$ cat config.mk
export PLATFORM = sky130hd
export DESIGN_NAME = presence_advert_parser
export DESIGN_NICKNAME = d
export VERILOG_FILES = /design/src/design/pab_pkg.sv /design/src/design/pab_front.sv /design/src/design/pab_queue.sv /design/src/design/pab_back.sv /design/src/design/presence_advert_parser.sv
export VERILOG_INCLUDE_DIRS = /design/src /design/src/design
export SDC_FILE = /design/constraint.sdc
export NUM_CORES = 1
export LEC_CHECK = 0
export BUFFER_PORTS_ARGS = -buffer_cell sky130_fd_sc_hd__buf_2
export CELL_PAD_IN_SITES_DETAIL_PLACEMENT = 1
export CELL_PAD_IN_SITES_GLOBAL_PLACEMENT = 2
export CORE_ASPECT_RATIO = 0.9
export CORE_MARGIN = 1.5
export CORE_UTILIZATION = 50
export CTS_BUF_LIST = sky130_fd_sc_hd__clkbuf_4 sky130_fd_sc_hd__clkbuf_8
export DETAILED_ROUTE_END_ITERATION = 8
export PLACE_DENSITY_LB_ADDON = 0.1
export REMOVE_ABC_BUFFERS = 1
export SLEW_MARGIN = 25
export SYNTH_ARGS = -nofsm -noshare
export SYNTH_HDL_FRONTEND = slang
export SYNTH_HIERARCHICAL = 1
export SYNTH_SLANG_ARGS = --single-unit
$ cat constraint.sdc
create_clock -name clk_i -period 12.5 [get_ports clk_i]
set_input_delay 1.25 -clock clk_i [delete_from_list [all_inputs] [get_ports clk_i]]
set_output_delay 1.25 -clock clk_i [all_outputs]
set_load 0.01 [all_outputs]
$ cat src/design/presence_advert_parser_macros.svh
// Assertion macros shared by the presence advertisement parser modules.
// No dependencies; take it in with `include before the module header.
`ifndef PRESENCE_ADVERT_PARSER_MACROS_SVH
`define PRESENCE_ADVERT_PARSER_MACROS_SVH

// Clocked property, off while reset is asserted (active-low reset).
`define PAB_ASSERT(lbl, clk, rstn, prop, msg) \
  lbl: assert property (@(posedge clk) disable iff (!rstn) prop) else $error(msg);

// Clocked property that must hold in reset as well.
`define PAB_ASSERT_ALWAYS(lbl, clk, prop, msg) \
  lbl: assert property (@(posedge clk) prop) else $error(msg);

`endif

$ cat src/design/pab_pkg.sv
// Shared types and codes for the presence advertisement parser.
// No dependencies; every design module imports this package.
package pab_pkg;

  // Configuration register indexes
  localparam int unsigned CFG_IDX_W = 3;
  localparam logic [CFG_IDX_W-1:0] CFG_MAGIC_FIRST  = 3'd0;
  localparam logic [CFG_IDX_W-1:0] CFG_MAGIC_SECOND = 3'd1;
  localparam logic [CFG_IDX_W-1:0] CFG_VERSION_ONE  = 3'd2;
  localparam logic [CFG_IDX_W-1:0] CFG_VERSION_TWO  = 3'd3;
  localparam logic [CFG_IDX_W-1:0] CFG_ANCHOR_KIND  = 3'd4;

  // Status and error codes
  localparam logic [2:0] ST_OK          = 3'd0;
  localparam logic [2:0] ST_BAD_HEADER  = 3'd1;
  localparam logic [2:0] ST_BAD_VERSION = 3'd2;
  localparam logic [2:0] ST_TOO_MANY    = 3'd3;
  localparam logic [2:0] ST_TRUNCATED   = 3'd4;

  // Result item kinds
  localparam logic KIND_REPORT = 1'b0;
  localparam logic KIND_STATUS = 1'b1;

  // Queue between parser front and output back
  localparam int unsigned QUEUE_DEPTH = 4;
  localparam int unsigned QPTR_W      = $clog2(QUEUE_DEPTH);

  typedef struct packed {
    logic [7:0] data_byte;
    logic       last_byte;
  } pab_in_t;

  typedef struct packed {
    logic              item_kind;
    logic [7:0]        report_index;
    logic [31:0]       report_id;
    logic signed [7:0] report_rssi;
    logic [31:0]       sender_id;
    logic [7:0]        version_seen;
    logic              is_anchor;
    logic [7:0]        report_total;
    logic [2:0]        status;
    logic              last_of_run;
  } pab_out_t;

  // One queue entry holds all results of one input byte: a report, a status, or both.
  typedef struct packed {
    logic        rep_v;
    logic        st_v;
    logic [7:0]  idx;
    logic [31:0] id;
    logic [7:0]  rssi;
    logic [31:0] sender;
    logic [7:0]  version;
    logic        anchor;
    logic [7:0]  total;
    logic [2:0]  status;
  } pab_entry_t;

  // Queue head as seen by the back end
  typedef struct packed {
    logic       valid;
    pab_entry_t entry;
  } pab_head_t;

endpackage

$ cat src/design/pab_front.sv
// Parser front end: configuration registers, per-payload state, classification.
// Depends on pab_pkg; produces at most one queue entry per accepted byte.
module pab_front
  import pab_pkg::*;
#(
  parameter int unsigned MAX_REPORTS = 16
) (
  input  logic                 clk_i,
  input  logic                 rst_ni,
  input  logic                 cfg_we_i,
  input  logic [CFG_IDX_W-1:0] cfg_idx_i,
  input  logic [7:0]           cfg_data_i,
  input  logic                 accept_i,
  input  pab_in_t              data_i,
  output logic                 entry_push_o,
  output pab_entry_t           entry_o
);

  localparam logic [10:0] POS_MAX      = 11'd2047;
  localparam logic [10:0] MIN_LEN_ONE  = 11'd8;
  localparam logic [10:0] MIN_LEN_TWO  = 11'd9;
  localparam logic [2:0]  REPORT_BYTES = 3'd5;

  localparam logic [1:0] LAY_NONE = 2'd0;
  localparam logic [1:0] LAY_ONE  = 2'd1;
  localparam logic [1:0] LAY_TWO  = 2'd2;

  logic [7:0] magic_first_q, magic_second_q, ver_one_q, ver_two_q, anchor_kind_q;

  logic [10:0] pos_q, pos_c, pos_d;
  logic [2:0]  mod_q, mod_c, mod_d;
  logic [7:0]  ver_q, ver_c, ver_d;
  logic [31:0] sender_q, sender_c, sender_d;
  logic        anchor_q, anchor_c, anchor_d;
  logic [7:0]  count_q, count_c, count_d;
  logic [7:0]  done_q, done_c, done_d;
  logic [31:0] shift_q, shift_c, shift_d;
  logic [2:0]  err_q, err_c, err_d;
  logic        fin_q;

  logic [1:0] lay_c, lay_d;
  logic [2:0] ph;
  logic       in_reports;
  logic       rep_v;
  logic [1:0] lane;
  logic [2:0] status;
  logic [7:0] d;

  function automatic logic [1:0] layout_of(input logic [7:0] v, input logic [7:0] one,
                                           input logic [7:0] two);
    logic [1:0] r;
    if (v == one) r = LAY_ONE;
    else if (v == two) r = LAY_TWO;
    else r = LAY_NONE;
    return r;
  endfunction

  // Report phase from position mod 5: reports start at 8 (first layout) or 9.
  function automatic logic [2:0] phase_of(input logic [2:0] m, input logic second);
    logic [2:0] r;
    case (m)
      3'd0:    r = second ? 3'd1 : 3'd2;
      3'd1:    r = second ? 3'd2 : 3'd3;
      3'd2:    r = second ? 3'd3 : 3'd4;
      3'd3:    r = second ? 3'd4 : 3'd0;
      3'd4:    r = second ? 3'd0 : 3'd1;
      default: r = 3'd0;
    endcase
    return r;
  endfunction

  assign d = data_i.data_byte;

  always_comb begin
    // A finished payload restarts from a clean state with this byte.
    pos_c    = fin_q ? '0 : pos_q;
    mod_c    = fin_q ? '0 : mod_q;
    ver_c    = fin_q ? '0 : ver_q;
    sender_c = fin_q ? '0 : sender_q;
    anchor_c = fin_q ? 1'b0 : anchor_q;
    count_c  = fin_q ? '0 : count_q;
    done_c   = fin_q ? '0 : done_q;
    shift_c  = fin_q ? '0 : shift_q;
    err_c    = fin_q ? ST_OK : err_q;

    lay_c = (pos_c >= 11'd3) ? layout_of(ver_c, ver_one_q, ver_two_q) : LAY_NONE;

    pos_d    = pos_c;
    mod_d    = mod_c;
    ver_d    = ver_c;
    sender_d = sender_c;
    anchor_d = anchor_c;
    count_d  = count_c;
    done_d   = done_c;
    shift_d  = shift_c;
    err_d    = err_c;
    rep_v    = 1'b0;
    lane     = 2'(pos_c - 11'd3);
    ph         = phase_of(mod_c, lay_c == LAY_TWO);
    in_reports = (lay_c == LAY_ONE) ? (pos_c >= MIN_LEN_ONE) : (pos_c >= MIN_LEN_TWO);

    if (pos_c == 11'd0) begin
      if (d != magic_first_q) err_d = ST_BAD_HEADER;
    end else if (pos_c == 11'd1) begin
      if (d != magic_second_q) err_d = ST_BAD_HEADER;
    end else if (pos_c == 11'd2) begin
      ver_d = d;
      if (layout_of(d, ver_one_q, ver_two_q) == LAY_NONE && err_c == ST_OK) begin
        err_d = ST_BAD_VERSION;
      end
    end else if (pos_c <= 11'd6) begin
      sender_d[{lane, 3'b000} +: 8] = d;
    end else if ((lay_c == LAY_ONE && pos_c == 11'd7) ||
                 (lay_c == LAY_TWO && pos_c == 11'd8)) begin
      count_d = d;
      if (d > 8'(MAX_REPORTS) && err_c == ST_OK) err_d = ST_TOO_MANY;
    end else if (lay_c == LAY_TWO && pos_c == 11'd7) begin
      anchor_d = (d == anchor_kind_q);
    end else if (lay_c != LAY_NONE && pos_c != POS_MAX) begin
      if (in_reports && err_c == ST_OK && done_c < count_c) begin
        if (ph != 3'd4) begin
          if (ph == 3'd0) shift_d = '0;
          // Merge into the lane: a layout change mid-payload can revisit one.
          shift_d[{ph[1:0], 3'b000} +: 8] = shift_d[{ph[1:0], 3'b000} +: 8] | d;
        end else begin
          rep_v  = 1'b1;
          done_d = done_c + 8'd1;
        end
      end
    end

    if (pos_c != POS_MAX) begin
      pos_d = pos_c + 11'd1;
      mod_d = (mod_c == REPORT_BYTES - 3'd1) ? 3'd0 : mod_c + 3'd1;
    end

    lay_d = layout_of(ver_d, ver_one_q, ver_two_q);
    if (err_d == ST_BAD_HEADER || pos_d < MIN_LEN_ONE) status = ST_BAD_HEADER;
    else if (err_d == ST_BAD_VERSION) status = ST_BAD_VERSION;
    else if (lay_d == LAY_TWO && pos_d < MIN_LEN_TWO) status = ST_BAD_HEADER;
    else if (err_d == ST_TOO_MANY) status = ST_TOO_MANY;
    else if (done_d < count_d) status = ST_TRUNCATED;
    else status = ST_OK;
  end

  assign entry_push_o   = accept_i && (rep_v || data_i.last_byte);
  assign entry_o.rep_v   = rep_v;
  assign entry_o.st_v    = data_i.last_byte;
  assign entry_o.idx     = done_c;
  assign entry_o.id      = shift_c;
  assign entry_o.rssi    = d;
  assign entry_o.sender  = sender_d;
  assign entry_o.version = ver_d;
  assign entry_o.anchor  = anchor_d;
  assign entry_o.total   = count_d;
  assign entry_o.status  = status;

  always_ff @(posedge clk_i or negedge rst_ni) begin
    if (!rst_ni) begin
      magic_first_q  <= 8'd0;
      magic_second_q <= 8'd0;
      ver_one_q      <= 8'd1;
      ver_two_q      <= 8'd2;
      anchor_kind_q  <= 8'd1;
    end else if (cfg_we_i) begin
      case (cfg_idx_i)
        CFG_MAGIC_FIRST:  magic_first_q  <= cfg_data_i;
        CFG_MAGIC_SECOND: magic_second_q <= cfg_data_i;
        CFG_VERSION_ONE:  ver_one_q      <= cfg_data_i;
        CFG_VERSION_TWO:  ver_two_q      <= cfg_data_i;
        CFG_ANCHOR_KIND:  anchor_kind_q  <= cfg_data_i;
        default: ;
      endcase
    end
  end

  always_ff @(posedge clk_i or negedge rst_ni) begin
    if (!rst_ni) begin
      pos_q    <= '0;
      mod_q    <= '0;
      ver_q    <= '0;
      sender_q <= '0;
      anchor_q <= 1'b0;
      count_q  <= '0;
      done_q   <= '0;
      shift_q  <= '0;
      err_q    <= ST_OK;
      fin_q    <= 1'b0;
    end else if (accept_i) begin
      pos_q    <= pos_d;
      mod_q    <= mod_d;
      ver_q    <= ver_d;
      sender_q <= sender_d;
      anchor_q <= anchor_d;
      count_q  <= count_d;
      done_q   <= done_d;
      shift_q  <= shift_d;
      err_q    <= err_d;
      fin_q    <= data_i.last_byte;
    end
  end

endmodule

$ cat src/design/pab_queue.sv
// Short entry queue between parser front and output back.
// Depends on pab_pkg and the assertion macro header.
`include "presence_advert_parser_macros.svh"
module pab_queue
  import pab_pkg::*;
(
  input  logic       clk_i,
  input  logic       rst_ni,
  input  logic       push_i,
  input  pab_entry_t entry_i,
  output logic       full_o,
  input  logic       deq_i,
  output pab_head_t  head_o
);

  pab_entry_t        mem_q [QUEUE_DEPTH];
  logic [QPTR_W-1:0] wr_ptr_q, rd_ptr_q;
  logic [QPTR_W:0]   cnt_q;
  logic              do_push, do_pop;

  assign full_o       = (cnt_q == (QPTR_W+1)'(QUEUE_DEPTH));
  assign head_o.valid = (cnt_q != '0);
  assign head_o.entry = mem_q[rd_ptr_q];
  assign do_push      = push_i && !full_o;
  assign do_pop       = deq_i && head_o.valid;

  always_ff @(posedge clk_i) begin
    if (do_push) mem_q[wr_ptr_q] <= entry_i;
  end

  always_ff @(posedge clk_i or negedge rst_ni) begin
    if (!rst_ni) begin
      wr_ptr_q <= '0;
      rd_ptr_q <= '0;
      cnt_q    <= '0;
    end else begin
      if (do_push) wr_ptr_q <= wr_ptr_q + 1'b1;
      if (do_pop)  rd_ptr_q <= rd_ptr_q + 1'b1;
      case ({do_push, do_pop})
        2'b10:   cnt_q <= cnt_q + 1'b1;
        2'b01:   cnt_q <= cnt_q - 1'b1;
        default: cnt_q <= cnt_q;
      endcase
    end
  end

  `PAB_ASSERT(a_cnt_bound, clk_i, rst_ni, cnt_q <= (QPTR_W+1)'(QUEUE_DEPTH), "queue over depth")
  `PAB_ASSERT(a_ptr_match, clk_i, rst_ni, (wr_ptr_q - rd_ptr_q) == cnt_q[QPTR_W-1:0], "pointers out of step with count")
  `PAB_ASSERT(a_head_items, clk_i, rst_ni, head_o.valid |-> (head_o.entry.rep_v || head_o.entry.st_v), "queued entry holds no item")

endmodule

$ cat src/design/pab_back.sv
// Output back end: turns each queue entry into one or two result items.
// Depends on pab_pkg and the assertion macro header.
`include "presence_advert_parser_macros.svh"
module pab_back
  import pab_pkg::*;
(
  input  logic      clk_i,
  input  logic      rst_ni,
  input  pab_head_t head_i,
  output logic      deq_o,
  input  logic      pop,
  output logic      empty,
  output pab_out_t  result_o
);

  logic phase_q, phase_d;
  logic show_rep, split, take;

  assign show_rep = head_i.entry.rep_v && !phase_q;
  assign split    = show_rep && head_i.entry.st_v;
  assign empty    = !head_i.valid;
  assign take     = pop && head_i.valid;
  // Hold the entry while its report goes out ahead of its status.
  assign deq_o    = take && !split;
  assign phase_d  = take ? split : phase_q;

  always_comb begin
    result_o.item_kind    = show_rep ? KIND_REPORT : KIND_STATUS;
    result_o.report_index = show_rep ? head_i.entry.idx
                                     : head_i.entry.idx + {7'd0, head_i.entry.rep_v};
    result_o.report_id    = show_rep ? head_i.entry.id : '0;
    result_o.report_rssi  = show_rep ? head_i.entry.rssi : '0;
    result_o.sender_id    = head_i.entry.sender;
    result_o.version_seen = head_i.entry.version;
    result_o.is_anchor    = head_i.entry.anchor;
    result_o.report_total = head_i.entry.total;
    result_o.status       = show_rep ? ST_OK : head_i.entry.status;
    result_o.last_of_run  = show_rep ? !head_i.entry.st_v : 1'b1;
  end

  always_ff @(posedge clk_i or negedge rst_ni) begin
    if (!rst_ni) phase_q <= 1'b0;
    else         phase_q <= phase_d;
  end

  `PAB_ASSERT(a_phase_split, clk_i, rst_ni, phase_q |-> (head_i.valid && head_i.entry.rep_v && head_i.entry.st_v), "status phase without a split entry")
  `PAB_ASSERT(a_phase_hold, clk_i, rst_ni, (phase_q && !pop) |=> phase_q, "status phase dropped without pop")

endmodule

$ cat src/design/presence_advert_parser.sv
// Presence advertisement parser: takes one payload byte per cycle while full is low, and
// yields report and status items; a byte's results are registered in the entry queue.
// The parser front classifies each byte; the back delivers one result per cycle while pop
// is high from a 4-entry queue, so a byte that completes a report and ends the payload
// gives a report then a status, and full rises only with four undelivered entries queued.
// Depends on pab_pkg, pab_front, pab_queue and pab_back.
module presence_advert_parser
  import pab_pkg::*;
#(
  parameter int unsigned MAX_REPORTS = 16
) (
  input  logic                 clk_i,
  input  logic                 rst_ni,
  input  logic                 cfg_we_i,
  input  logic [CFG_IDX_W-1:0] cfg_idx_i,
  input  logic [7:0]           cfg_data_i,
  input  logic                 push,
  output logic                 full,
  input  pab_in_t              data_i,
  output logic                 empty,
  input  logic                 pop,
  output pab_out_t             result_o
);

  logic       accept;
  logic       entry_push;
  pab_entry_t entry;
  pab_head_t  head;
  logic       deq;

  assign accept = push && !full;

  pab_front #(
    .MAX_REPORTS(MAX_REPORTS)
  ) u_front (
    .clk_i       (clk_i),
    .rst_ni      (rst_ni),
    .cfg_we_i    (cfg_we_i),
    .cfg_idx_i   (cfg_idx_i),
    .cfg_data_i  (cfg_data_i),
    .accept_i    (accept),
    .data_i      (data_i),
    .entry_push_o(entry_push),
    .entry_o     (entry)
  );

  pab_queue u_queue (
    .clk_i  (clk_i),
    .rst_ni (rst_ni),
    .push_i (entry_push),
    .entry_i(entry),
    .full_o (full),
    .deq_i  (deq),
    .head_o (head)
  );

  pab_back u_back (
    .clk_i   (clk_i),
    .rst_ni  (rst_ni),
    .head_i  (head),
    .deq_o   (deq),
    .pop     (pop),
    .empty   (empty),
    .result_o(result_o)
  );

endmodule

==> results.md <==
* Sequence of cells on the critical path: buf_4 > nor2b_1 > ha_1 > o21bai_1 > a21boi_4 > nand2_1 > o211ai_4 > ha_1 > o2111a_1 > nor2_1 > nor2_1 > nor2b_1 > and2_4 > buf_4
* CTS tree: built
* Initial antenna violation count at 1
* Syn Inst Count at about 1800
* Total track usage at 0.250
* Setup crit end kind: flop
* Ys flop type: edfxtp_1
* Final setup viols at 0
* Post-DR wirelength/cell at 24.6 um
* RSZ-0062 raised after global routing: false
* Mean post-synth cell area at around 14 um2
* Ports at approximately 130
* Relative slew slack at 0.340
* EDFF count, synth at between 400 and 500
* Drt pass-1 iters at 5
* Total negative slack at 0 ns
* Worst vdd ir at 0.000118 V
* Final ANT Viol Nets at 0
* Clock Skews at 0.0248 ns
* Max Slew Vio Count at 0
* Design area at 28800 um2
* DP HPWL at 40400 um
* Critical path peak fanout at 52
* Clk buf depth at 3
* Setup Crit Path Kind: reg2reg
* Final wirelength at 65200 um
* Final Util at 0.558
* H-tree depth at 3
* RD Place Congestion at 0.815
* Core ar. at 51600 um2
* # Post-CTS Setup Buffers at 0
* Die Y at 220 um
* CP max stage cell: and2_4
* Slew of the pin with the lowest slew margin at between 0.9 and 1 ns
* Nets at 1942
* Leak at 10.9 nW
* TritonCTS Sinks at between 500 and 600
* Via density at slightly below 6
* CP peak stage delay at 0.86 ns
* Number of remaining DRC errors at 0
* Iter 0 DRT Violations at 1022
* Largest net degree at the start of global routing at 93
* Power, Total at 6.48 mW
* Global-route wire length before repair at 100000 um
* Clk pin slew, worst setup/hold paths at 0.07 ns
* Root Driver: clkbuf_8
* Synthesized area at 26100 um2
* Required @ worst endpoint at 12.80 ns
* Number of gates resized after cts at 0
* Vias in the first global route at 16338
* Vias at 15520
* Filler cell count in the final layout at 5025
* Status: finished, final reports clean
* Hold WC Path Type: reg2reg
* Min cycle time layout at approximately 7.3 ns
* Critical Path Source Type: flop
* Clk_lat worst skew at between 0.6 and 0.7 ns
* Final Cycle Share at 0.588
* Ys async rst share at 0.275
* Die Wd at 244 um
* Arrival @ worst endpoint at 7.65 ns
* Initial Utilization at 0.505
* Pwr per Cell Area at 225 nW/um2
* Area growth syn-to-layout at 10.5%
* Placed cell area at 26700 um2
* Num CTS Buffers at 94
* Synth unique cells at a little over 90
* Total number of yosys warnings at 6
* Die ar. at 53500 um2
* Final Hold Vio Count at 0
* Share of layout cells above drive strength 1 at 0.264
* Row cnt at 79
* FMAX at 136 MHz
* Register area share after synthesis at 0.619
* Hold Buf Count CTS at 0
* Port Buffers at between 100 and 150
* GRT overflow at 0
* Flops & latches, synth at roughly 560
* Max-cap viol count at 0
[worst paths after layout]
kind                                     startpoint                    to  slack (ns)  depth (start not counted)
worst min register to register  u_front/shift_q[31]   u_front/shift_q[31]        0.47                          2
min in group asynchronous                    rst_ni   u_front/sender_q[2]        0.65                          1
worst min-delay path            u_front/shift_q[31]   u_front/shift_q[31]        0.47                          2
worst max-delay path                  u_front/fin_q  u_queue/mem_q[1][88]        5.15                         14
worst max register to register        u_front/fin_q  u_queue/mem_q[1][88]        5.15                         14
max in group asynchronous                    rst_ni  u_front/sender_q[29]       10.35                          2
[kinds of logic (layout without fill, tap and decap cells)]
logic type | count (synthesis) | in the layout | synth area share
and+or+nand+nor | 454 | 454 | 0.0915
buffers and inverters | 220 | 377 | 0.0479
xor gates and xnor gates | 79 | 79 | 0.0265
DFF | 563 | 563 | 0.619
muxes | 171 | 171 | 0.119
AOI/OAI and AO/OA | 281 | 281 | 0.0783
other | 0 | 1 | 0
adders and majority gates | 37 | 37 | 0.0180
[cell usage after synthesis, types with 36 or more instances]
master | count | area share
and2_1 | 51 | 0.012
inv_1 | 42 | 0.0060
o21ai_0 | 44 | 0.0084
edfxtp_1 | 408 | 0.47
dfrtp_1 | 152 | 0.15
clkbuf_1 | 59 | 0.0085
mux4_2 | 102 | 0.088
nand2_1 | 115 | 0.017
nor2_1 | 76 | 0.011
xnor2_1 | 48 | 0.016
a21oi_1 | 56 | 0.011
ha_1 | 36 | 0.017
a22o_1 | 44 | 0.015
buf_4 | 65 | 0.019
mux2_2 | 52 | 0.022
o21ai_1 | 36 | 0.0069
nor2b_1 | 47 | 0.011
nand3_1 | 49 | 0.0094
[cell type report]
| type | count | area (um2) | area share |
|---|---|---|---|
| Tap cell | 688 | 861 | 0.0299 |
| Sequential cell | 563 | 16100 | 0.561 |
| Clock buffer | 124 | 1580 | 0.0547 |
| Antenna cell | 1 | 2.50 | 0.0000869 |
| Clock inverter | 54 | 443 | 0.0154 |
| Timing Repair Buffer | 154 | 858 | 0.0298 |
| Multi-Input combinational cell | 1022 | 8740 | 0.304 |
| Inverter | 45 | 169 | 0.00587 |
[per-stage QoR]
stage,worst slack (ns),instances,hold slack [ns]
after floorplan,4.14,1630,0.441
after global placement,5.47,2471,0.459
after detailed placement,5.23,2471,0.468
after CTS,5.21,2649,0.481
after global routing,4.55,2651,0.511
final,5.15,2651,0.473
[cell usage in the layout (no fill, tap or decap), drive strengths merged, types with 7 or more instances in the layout]
cell      n
nand2b    9
a221oi   11
xnor2    48
nor4b     7
xor2     31
nor4     11
nor3     17
mux4    102
nor2     77
mux2     61
o211ai    8
a21oi    56
and3     10
and2     51
inv      48
a22o     44
o21ai    80
bufinv    7
buf     154
clkbuf  124
ha       36
edfxtp  408
nand2   115
a22oi     9
a31oi     8
o31ai     8
nor2b    49
clkinv   40
nand4    31
dfrtp   152
nand3    49
mux2i     8
[routing by layer]
layer,global-route usage,part of all wire,up-vias
met5,0,0,-
met4,0.0782,0.024,0
met3,0.0430,0.042,96
met2,0.408,0.49,353
met1,0.345,0.45,8138
li1,-,-,6933
[power by group]
group / total (mW) / switching (mW) / leakage, nW / internal, mW
sequential: 2.57 / 0.232 / 5.85 / 2.33
combinational: 2.19 / 1.30 / 4.01 / 0.887
clock: 1.73 / 0.757 / 1.05 / 0.974
[registers in the layout, summed over array words and instances, names as in the netlist, 8 cells and up]
register                count
u_queue/mem_q             408
u_front/sender_q           32
u_front/shift_q            32
u_front/pos_q              11
u_front/anchor_kind_q       8
u_front/count_q             8
u_front/done_q              8
u_front/magic_first_q       8
u_front/magic_second_q      8
u_front/ver_one_q           8
u_front/ver_q               8
u_front/ver_two_q           8
[worst max-delay path: cells and delay by family (launching register included)]
family | cells | cell delay, ns
compound gates | 4 | 1.86
fa+ha+maj | 2 | 1.00
buf+inv | 2 | 1.17
flops | 1 | 0.66
simple gates | 6 | 2.14
(Power assumes the default switching activity.)
